`src/open_addressing_hash_table_unit_macros.svh`:
```
// ----------------------------------------------------------------------------
// Assertion macros for the open-addressing hash table unit
// Concurrent checks clocked on clk_i and held off while rst_ni is low.
// ----------------------------------------------------------------------------
`ifndef OPEN_ADDRESSING_HASH_TABLE_UNIT_MACROS_SVH
`define OPEN_ADDRESSING_HASH_TABLE_UNIT_MACROS_SVH

`ifndef SYNTH
`define OAHT_ASSERT(lbl, prop, msg) \
  lbl: assert property (@(posedge clk_i) disable iff (!rst_ni) (prop)) else $error(msg);
`define OAHT_ASSERT_IMP(lbl, ante, cons, msg) \
  lbl: assert property (@(posedge clk_i) disable iff (!rst_ni) (ante) |-> (cons)) \
    else $error(msg);
`else
`define OAHT_ASSERT(lbl, prop, msg)
`define OAHT_ASSERT_IMP(lbl, ante, cons, msg)
`endif

`endif

```
`src/oaht_pkg.sv`:
```
// ----------------------------------------------------------------------------
// Open-addressing hash table package
// Table geometry, operation and status codes, slot marks and item types.
// ----------------------------------------------------------------------------
`default_nettype none

package oaht_pkg;

  localparam int TABLE_SIZE  = 11;
  localparam int SLOT_W      = (TABLE_SIZE > 1) ? $clog2(TABLE_SIZE) : 1;
  localparam int CNT_W       = $clog2(TABLE_SIZE + 1);

  localparam int KEY_W       = 31;
  localparam int OP_W        = 2;
  localparam int STATUS_W    = 3;
  localparam int SLOT_PORT_W = 4;
  localparam int MARK_W      = 2;

  // The key is reduced modulo the table size a byte per cycle, MSB first.
  localparam int MOD_BITS    = 8;
  localparam int MOD_STEPS   = (KEY_W + MOD_BITS - 1) / MOD_BITS;
  localparam int KEY_PAD_W   = MOD_STEPS * MOD_BITS;
  localparam int MOD_CNT_W   = (MOD_STEPS > 1) ? $clog2(MOD_STEPS) : 1;

  localparam logic [OP_W-1:0] OP_INSERT = 2'd0;
  localparam logic [OP_W-1:0] OP_SEARCH = 2'd1;
  localparam logic [OP_W-1:0] OP_DELETE = 2'd2;

  localparam logic [STATUS_W-1:0] STATUS_INSERTED = 3'd0;
  localparam logic [STATUS_W-1:0] STATUS_FOUND    = 3'd1;
  localparam logic [STATUS_W-1:0] STATUS_DELETED  = 3'd2;
  localparam logic [STATUS_W-1:0] STATUS_ABSENT   = 3'd3;
  localparam logic [STATUS_W-1:0] STATUS_FULL     = 3'd4;

  localparam logic [MARK_W-1:0] MARK_EMPTY = 2'd0;
  localparam logic [MARK_W-1:0] MARK_USED  = 2'd1;
  localparam logic [MARK_W-1:0] MARK_GONE  = 2'd2;

  typedef struct packed {
    logic [OP_W-1:0]  operation;
    logic [KEY_W-1:0] key;
  } oaht_req_t;

  typedef struct packed {
    logic [STATUS_W-1:0]    status;
    logic [SLOT_PORT_W-1:0] slot;
  } oaht_rsp_t;

  typedef struct packed {
    logic [MARK_W-1:0] mark;
    logic [KEY_W-1:0]  key;
  } oaht_entry_t;

  typedef enum logic [1:0] {
    ST_IDLE,
    ST_MOD,
    ST_PROBE
  } oaht_state_e;

endpackage

`default_nettype wire

```
`src/open_addressing_hash_table_unit.sv`:
```
// ----------------------------------------------------------------------------
// Open-addressing hash table unit
// Linear-probing key table with tombstones: insert, search and delete.
// ----------------------------------------------------------------------------
// Usage:
//   An item (operation and key on req_i) is taken at a rising edge where start
//   is high and busy is low. Exactly one result per item appears on rsp_o for
//   a single cycle, flagged by done_o; it must be captured in that cycle.
//   Flow: the key is first reduced modulo the table size, one byte per
//   cycle, then slots are probed one per cycle through the table memory,
//   whose read is registered. An item probes 1 to TABLE_SIZE slots before
//   its result is delivered; an unused operation code answers on the next
//   cycle. busy drops in the cycle the result is shown, so the next item
//   can be taken then. One item is in flight at a time.
//   Reset marks every slot empty at once through per-slot valid flags; no
//   clearing pass is needed. Stored keys are undefined until written.
// ----------------------------------------------------------------------------
`default_nettype none

`include "open_addressing_hash_table_unit_macros.svh"

module open_addressing_hash_table_unit
  import oaht_pkg::*;
(
  input  logic      clk_i,
  input  logic      rst_ni,
  input  logic      start,
  input  oaht_req_t req_i,
  output logic      busy,
  output logic      done_o,
  output oaht_rsp_t rsp_o
);

  oaht_state_e state_q, state_d;

  logic [OP_W-1:0]      op_q, op_d;
  logic [KEY_W-1:0]     key_q, key_d;
  logic [KEY_PAD_W-1:0] key_sh_q, key_sh_d;
  logic [SLOT_W-1:0]    rem_q, rem_d;
  logic [MOD_CNT_W-1:0] mod_cnt_q, mod_cnt_d;
  logic [SLOT_W-1:0]    rem_step;
  logic [SLOT_W:0]      rem_tmp;

  logic [SLOT_W-1:0]    addr_q, addr_d;
  logic [CNT_W-1:0]     issue_cnt_q, issue_cnt_d;
  logic [CNT_W-1:0]     chk_cnt_q, chk_cnt_d;

  logic                 done_q, done_d;
  oaht_rsp_t            rsp_q, rsp_d;

  // Table memory and its read port.
  oaht_entry_t          slot_mem_q [TABLE_SIZE];
  logic [TABLE_SIZE-1:0] used_vld_q;
  logic                 rd_en;
  oaht_entry_t          rd_entry_q;
  logic                 rd_used_q;
  logic [SLOT_W-1:0]    rd_slot_q;
  logic                 chk_vld_q;
  logic                 wr_en;
  oaht_entry_t          wr_entry;

  logic [MARK_W-1:0]    entry_mark;
  logic                 is_used;
  logic                 is_empty;
  logic                 key_hit;
  logic                 last_probe;
  logic                 decide;
  logic [SLOT_W-1:0]    addr_next;

  assign busy   = (state_q != ST_IDLE);
  assign done_o = done_q;
  assign rsp_o  = rsp_q;

  // Restoring remainder over one byte of the key.
  always_comb begin
    rem_step = rem_q;
    rem_tmp  = '0;
    for (int i = 0; i < MOD_BITS; i++) begin
      rem_tmp = {rem_step, key_sh_q[KEY_PAD_W-1-i]};
      if (rem_tmp >= (SLOT_W+1)'(TABLE_SIZE)) begin
        rem_tmp = rem_tmp - (SLOT_W+1)'(TABLE_SIZE);
      end
      rem_step = rem_tmp[SLOT_W-1:0];
    end
  end

  // A slot whose valid flag is clear has never been written and reads as empty.
  assign entry_mark = rd_used_q ? rd_entry_q.mark : MARK_EMPTY;
  assign is_used    = (entry_mark == MARK_USED);
  assign is_empty   = (entry_mark == MARK_EMPTY);
  assign key_hit    = (rd_entry_q.key == key_q);
  assign last_probe = (chk_cnt_q == CNT_W'(TABLE_SIZE - 1));
  assign addr_next  = (addr_q == SLOT_W'(TABLE_SIZE - 1)) ? '0 : addr_q + 1'b1;

  always_comb begin
    state_d     = state_q;
    op_d        = op_q;
    key_d       = key_q;
    key_sh_d    = key_sh_q;
    rem_d       = rem_q;
    mod_cnt_d   = mod_cnt_q;
    addr_d      = addr_q;
    issue_cnt_d = issue_cnt_q;
    chk_cnt_d   = chk_cnt_q;
    done_d      = 1'b0;
    rsp_d       = rsp_q;
    rd_en       = 1'b0;
    wr_en       = 1'b0;
    wr_entry    = '0;
    decide      = 1'b0;

    case (state_q)
      ST_IDLE: begin
        if (start) begin
          op_d      = req_i.operation;
          key_d     = req_i.key;
          key_sh_d  = KEY_PAD_W'(req_i.key);
          rem_d     = '0;
          mod_cnt_d = '0;
          if (req_i.operation == OP_INSERT || req_i.operation == OP_SEARCH ||
              req_i.operation == OP_DELETE) begin
            state_d = ST_MOD;
          end else begin
            done_d = 1'b1;
            rsp_d  = '{status: STATUS_ABSENT, slot: '0};
          end
        end
      end

      ST_MOD: begin
        rem_d     = rem_step;
        key_sh_d  = key_sh_q << MOD_BITS;
        mod_cnt_d = mod_cnt_q + 1'b1;
        if (mod_cnt_q == MOD_CNT_W'(MOD_STEPS - 1)) begin
          state_d     = ST_PROBE;
          addr_d      = rem_step;
          issue_cnt_d = '0;
          chk_cnt_d   = '0;
        end
      end

      ST_PROBE: begin
        // Reads run one slot ahead of the check of the previous read.
        if (chk_vld_q) begin
          chk_cnt_d = chk_cnt_q + 1'b1;
          if (op_q == OP_INSERT) begin
            if (!is_used) begin
              decide   = 1'b1;
              wr_en    = 1'b1;
              wr_entry = '{mark: MARK_USED, key: key_q};
              rsp_d    = '{status: STATUS_INSERTED, slot: SLOT_PORT_W'(rd_slot_q)};
            end else if (last_probe) begin
              decide = 1'b1;
              rsp_d  = '{status: STATUS_FULL, slot: '0};
            end
          end else begin
            if (is_used && key_hit) begin
              decide = 1'b1;
              if (op_q == OP_DELETE) begin
                wr_en    = 1'b1;
                wr_entry = '{mark: MARK_GONE, key: '0};
                rsp_d    = '{status: STATUS_DELETED, slot: SLOT_PORT_W'(rd_slot_q)};
              end else begin
                rsp_d = '{status: STATUS_FOUND, slot: SLOT_PORT_W'(rd_slot_q)};
              end
            end else if (is_empty || last_probe) begin
              decide = 1'b1;
              rsp_d  = '{status: STATUS_ABSENT, slot: '0};
            end
          end
        end

        if (decide) begin
          done_d  = 1'b1;
          state_d = ST_IDLE;
        end else if (issue_cnt_q < CNT_W'(TABLE_SIZE)) begin
          rd_en       = 1'b1;
          addr_d      = addr_next;
          issue_cnt_d = issue_cnt_q + 1'b1;
        end
      end

      default: begin
        state_d = ST_IDLE;
      end
    endcase
  end

  always_ff @(posedge clk_i or negedge rst_ni) begin
    if (!rst_ni) begin
      state_q     <= ST_IDLE;
      done_q      <= 1'b0;
      chk_vld_q   <= 1'b0;
      used_vld_q  <= '0;
      mod_cnt_q   <= '0;
      issue_cnt_q <= '0;
      chk_cnt_q   <= '0;
    end else begin
      state_q     <= state_d;
      done_q      <= done_d;
      chk_vld_q   <= rd_en;
      mod_cnt_q   <= mod_cnt_d;
      issue_cnt_q <= issue_cnt_d;
      chk_cnt_q   <= chk_cnt_d;
      if (wr_en) begin
        used_vld_q[rd_slot_q] <= 1'b1;
      end
    end
  end

  always_ff @(posedge clk_i) begin
    op_q     <= op_d;
    key_q    <= key_d;
    key_sh_q <= key_sh_d;
    rem_q    <= rem_d;
    addr_q   <= addr_d;
    rsp_q    <= rsp_d;
  end

  // Synchronous table memory: one write and one registered read per cycle.
  always_ff @(posedge clk_i) begin
    if (wr_en) begin
      slot_mem_q[rd_slot_q] <= wr_entry;
    end
    if (rd_en) begin
      rd_entry_q <= slot_mem_q[addr_q];
      rd_used_q  <= used_vld_q[addr_q];
      rd_slot_q  <= addr_q;
    end
  end

  `OAHT_ASSERT_IMP(a_wr_only_on_check, wr_en, state_q == ST_PROBE && chk_vld_q, "write outside a slot check")
  `OAHT_ASSERT_IMP(a_no_read_with_write, wr_en, !rd_en, "probe read issued in the deciding cycle")
  `OAHT_ASSERT_IMP(a_done_when_idle, done_q, state_q == ST_IDLE, "result shown while still busy")
  `OAHT_ASSERT_IMP(a_probe_bound, chk_vld_q, chk_cnt_q < CNT_W'(TABLE_SIZE), "probe ran past the table size")
  `OAHT_ASSERT_IMP(a_miss_slot_zero, done_q && (rsp_q.status == STATUS_ABSENT || rsp_q.status == STATUS_FULL), rsp_q.slot == '0, "nonzero slot on a miss")

endmodule

`default_nettype wire

```
`config.mk`:
```
export PLATFORM = sky130hd
export DESIGN_NAME = open_addressing_hash_table_unit
export DESIGN_NICKNAME = d
export VERILOG_FILES = /design/src/oaht_pkg.sv /design/src/open_addressing_hash_table_unit.sv
export VERILOG_INCLUDE_DIRS = /design/src /design/src/src
export SDC_FILE = /design/constraint.sdc
export NUM_CORES = 1
export LEC_CHECK = 0
export ABC_AREA = 0
export BUFFER_PORTS_ARGS = -buffer_cell sky130_fd_sc_hd__buf_2
export CAP_MARGIN = 10
export CORE_MARGIN = 5
export CORE_UTILIZATION = 50
export DETAILED_ROUTE_END_ITERATION = 8
export PLACE_DENSITY_LB_ADDON = 0.25
export SLEW_MARGIN = 25
export SYNTH_ARGS = -nofsm -noshare
export SYNTH_HDL_FRONTEND = slang
export SYNTH_SLANG_ARGS = --single-unit
export TNS_END_PERCENT = 30
```
`constraint.sdc`:
```
create_clock -name clk_i -period 12.25 [get_ports clk_i]
set_input_delay 0.6125 -clock clk_i [delete_from_list [all_inputs] [get_ports clk_i]]
set_output_delay 0.6125 -clock clk_i [all_outputs]
set_load 0.01 [all_outputs]
```
==> results.md <==
* Htree depth at 2
* Die width at 216 um
* Pin count of the biggest net entering global routing at 81
* Slew headroom at 0.300
* Number of port buffers at 44
* Top_reg_cell synth: edfxtp_1
* Post-CTS Setup Repair Bufs at 0
* Die span in y at 216 um
* EDFF count, synth at 481
* GRT Resource Usage Total at 0.197
* PostCTS Resize Cnt at 0
* Largest delay share family, worst path: compound AO/OA/AOI/OAI gates
* Hold crit path type: input port to async pin
* DR vias at 11500
* Commonest cells post-synth: edfxtp_1, nand2_1, o21ai_0, mux2i_1, mux4_2
* Iteration count of the initial detailed-routing pass at 5
* Most frequent cell after synthesis: edfxtp_1
* Synthesized instance count at 1316
* Final wirelength at 46.5 mm
* Sink Count at 506
* Core area at 41900 um2
* Synth area leaders: edfxtp_1, mux4_2, mux2i_1
* Layout cells sized above 1 at 0.180
* Pre-CTS setup slack at 3.71 ns
* Antenna-violating nets left at 0
* Layout fillers at 3203
* Period minus WS final at 8.66 ns
* Post-synth top area share at 0.682
* Mean Syn Cell Area at 16.1 um2
* CP most frequent cell: ha_1
* RSZ-0062 raised after global routing: false
* Setup Skew at 0.0267 ns
* Crit-path max FO at 10
* Final #Nets at 1422
* Row cnt at 75
* Yosys cell types at 86
* Clock latency on the worst-skew pair at 0.58 ns
* Design area at 23500 um2
* Die area at 46600 um2
* Post-synthesis cell area at 21200 um2
* Least-Margin Pin Slew at 1.05 ns
* Post-Syn Nets at 1364
* Fmax at 115 MHz
* Crit. Startpoint: key_sh_q[31]
* Ports at 45
* Final setup margin at 3.59 ns
* Antenna diode count at 0
* Maxcap violations at 0
* Clk Tree Root Cell: clkbuf_16
* Endpoints failing setup at 0
* Clock transition at the registers of the reported paths at 0.06 ns
* Setup CP Type: flip-flop to flip-flop
* Initial Utilization at 0.505
* Ys Warns at 0
* Buf/Inv on CP at 3
* Setup TNS at 0 ns
* Finished Layout Cells at 1949
* Yosys reg bits at 506
* Ys async rst share at 0.0494
* Worst Setup End Kind: flip-flop
* TritonCTS clock tree: built
* Slowest stage delay, CP at 0.53 ns
* Grt total ovfl at 0
* Slowest CP cell: edfxtp_1
* Slew Limit Fails at 0
* Status: finished clean
* CP Launch Type: flip-flop
* First DRT Iteration DRCs at 1242
* Initial antenna violation count at 0
* Gpl congestion at 0.775
* Tcrit/Tclk final at 0.707
* Final Hold Viols at 0
* Clk buf depth at 3
* Worst Path Arrival at 8.98 ns
* CTS Buf Count at 49
* Drt wl/cell at 23.9 um
* Hold Buf Count CTS at 0
* Worst r2r src: key_sh_q[31]
* Drt via density at 5.89
* First-pass GRT wire length at 69.7 mm
* Vias in the first global route at 11200
* Synth area leader: edfxtp_1
* Drt drc at 0
* Placed Area at 22000 um2
* Sequential area share after synthesis at 0.712
* Dpl cells at 1862
* Worst endpoint required time at 12.56 ns
* Post-DP HPWL at 24.8 mm
* Area growth syn-to-layout at 11.2%
-- logic make-up (layout without fill, tap and decap cells) --
family / Yosys count / count (layout) / share of synthesized area
flip-flops: 506 / 506 / 0.712
AND/OR/NAND/NOR: 351 / 351 / 0.0821
multiplexers: 146 / 146 / 0.110
AO/OA/AOI/OAI: 192 / 192 / 0.0596
adder cells (fa/ha/maj): 12 / 12 / 0.00709
buffers and inverters: 74 / 168 / 0.0152
XOR/XNOR: 35 / 35 / 0.0145
-- per-stage QoR --
stage          utilization  hold WS (ns)
2_1_floorplan            -         0.317
3_3_place_gp         0.524         0.446
3_5_place_dp         0.524         0.447
4_1_cts              0.561        0.0569
5_1_grt              0.561        0.0828
6_report             0.561        0.0523
-- final cells by class --
type                            instances  area (um2)  share of cell area
Multi-Input combinational cell        736        5820               0.247
Sequential cell                       506       15100               0.640
Timing Repair Buffer                   65         382              0.0162
Clock inverter                         24         210             0.00893
Inverter                               16        60.1             0.00255
Clock buffer                           63        1320              0.0561
Tap cell                              539         674              0.0287
-- registers in the layout (all words and copies together) (netlist names), 7 cells and up --
signal and flops:
rsp_o 7, rd_entry_q 33, key_q 31, used_vld_q 11
key_sh_q 32, slot_mem_q 363
-- worst paths after layout --
path                                       end  depth (start not counted)  slack [ns]
min in group clk_i                   key_q[14]                          1        0.23
worst max register to register       addr_q[0]                         40        3.59
worst max-delay path                 addr_q[0]                         40        3.59
worst min register to register   used_vld_q[2]                          1        0.46
worst min-delay path            issue_cnt_q[0]                          1        0.05
max in group asynchronous        used_vld_q[9]                          1       11.80
-- layer usage --
layer,vias up,share of wire,global-route usage
met5,-,0,0
met4,0,0.014,0.0344
met3,54,0.072,0.0305
met2,418,0.47,0.311
met1,5807,0.45,0.299
li1,5197,-,-
-- placed cells by master (no fill, tap or decap), types with 5 or more instances in the layout --
master,instances
mux4_2,68
o21ai_0,89
nor4_1,9
ha_1,12
inv_1,14
clkinv_1,11
nand2_1,172
a21o_1,5
edfxtp_1,481
a21oi_1,24
nand2b_1,6
and2_1,53
a31oi_1,7
o21ai_1,5
nor2b_1,10
dfrtp_1,25
and3_2,5
mux2i_1,72
buf_2,44
clkbuf_16,50
buf_4,20
xor2_1,34
nor2_1,21
and2_2,6
clkinv_2,7
or2_2,13
nand3_1,9
clkbuf_1,11
nor3_1,10
Power is left out: the tool's default activity adds up to more than one toggle a clock period on the data nets, which glitch-free logic cannot reach.
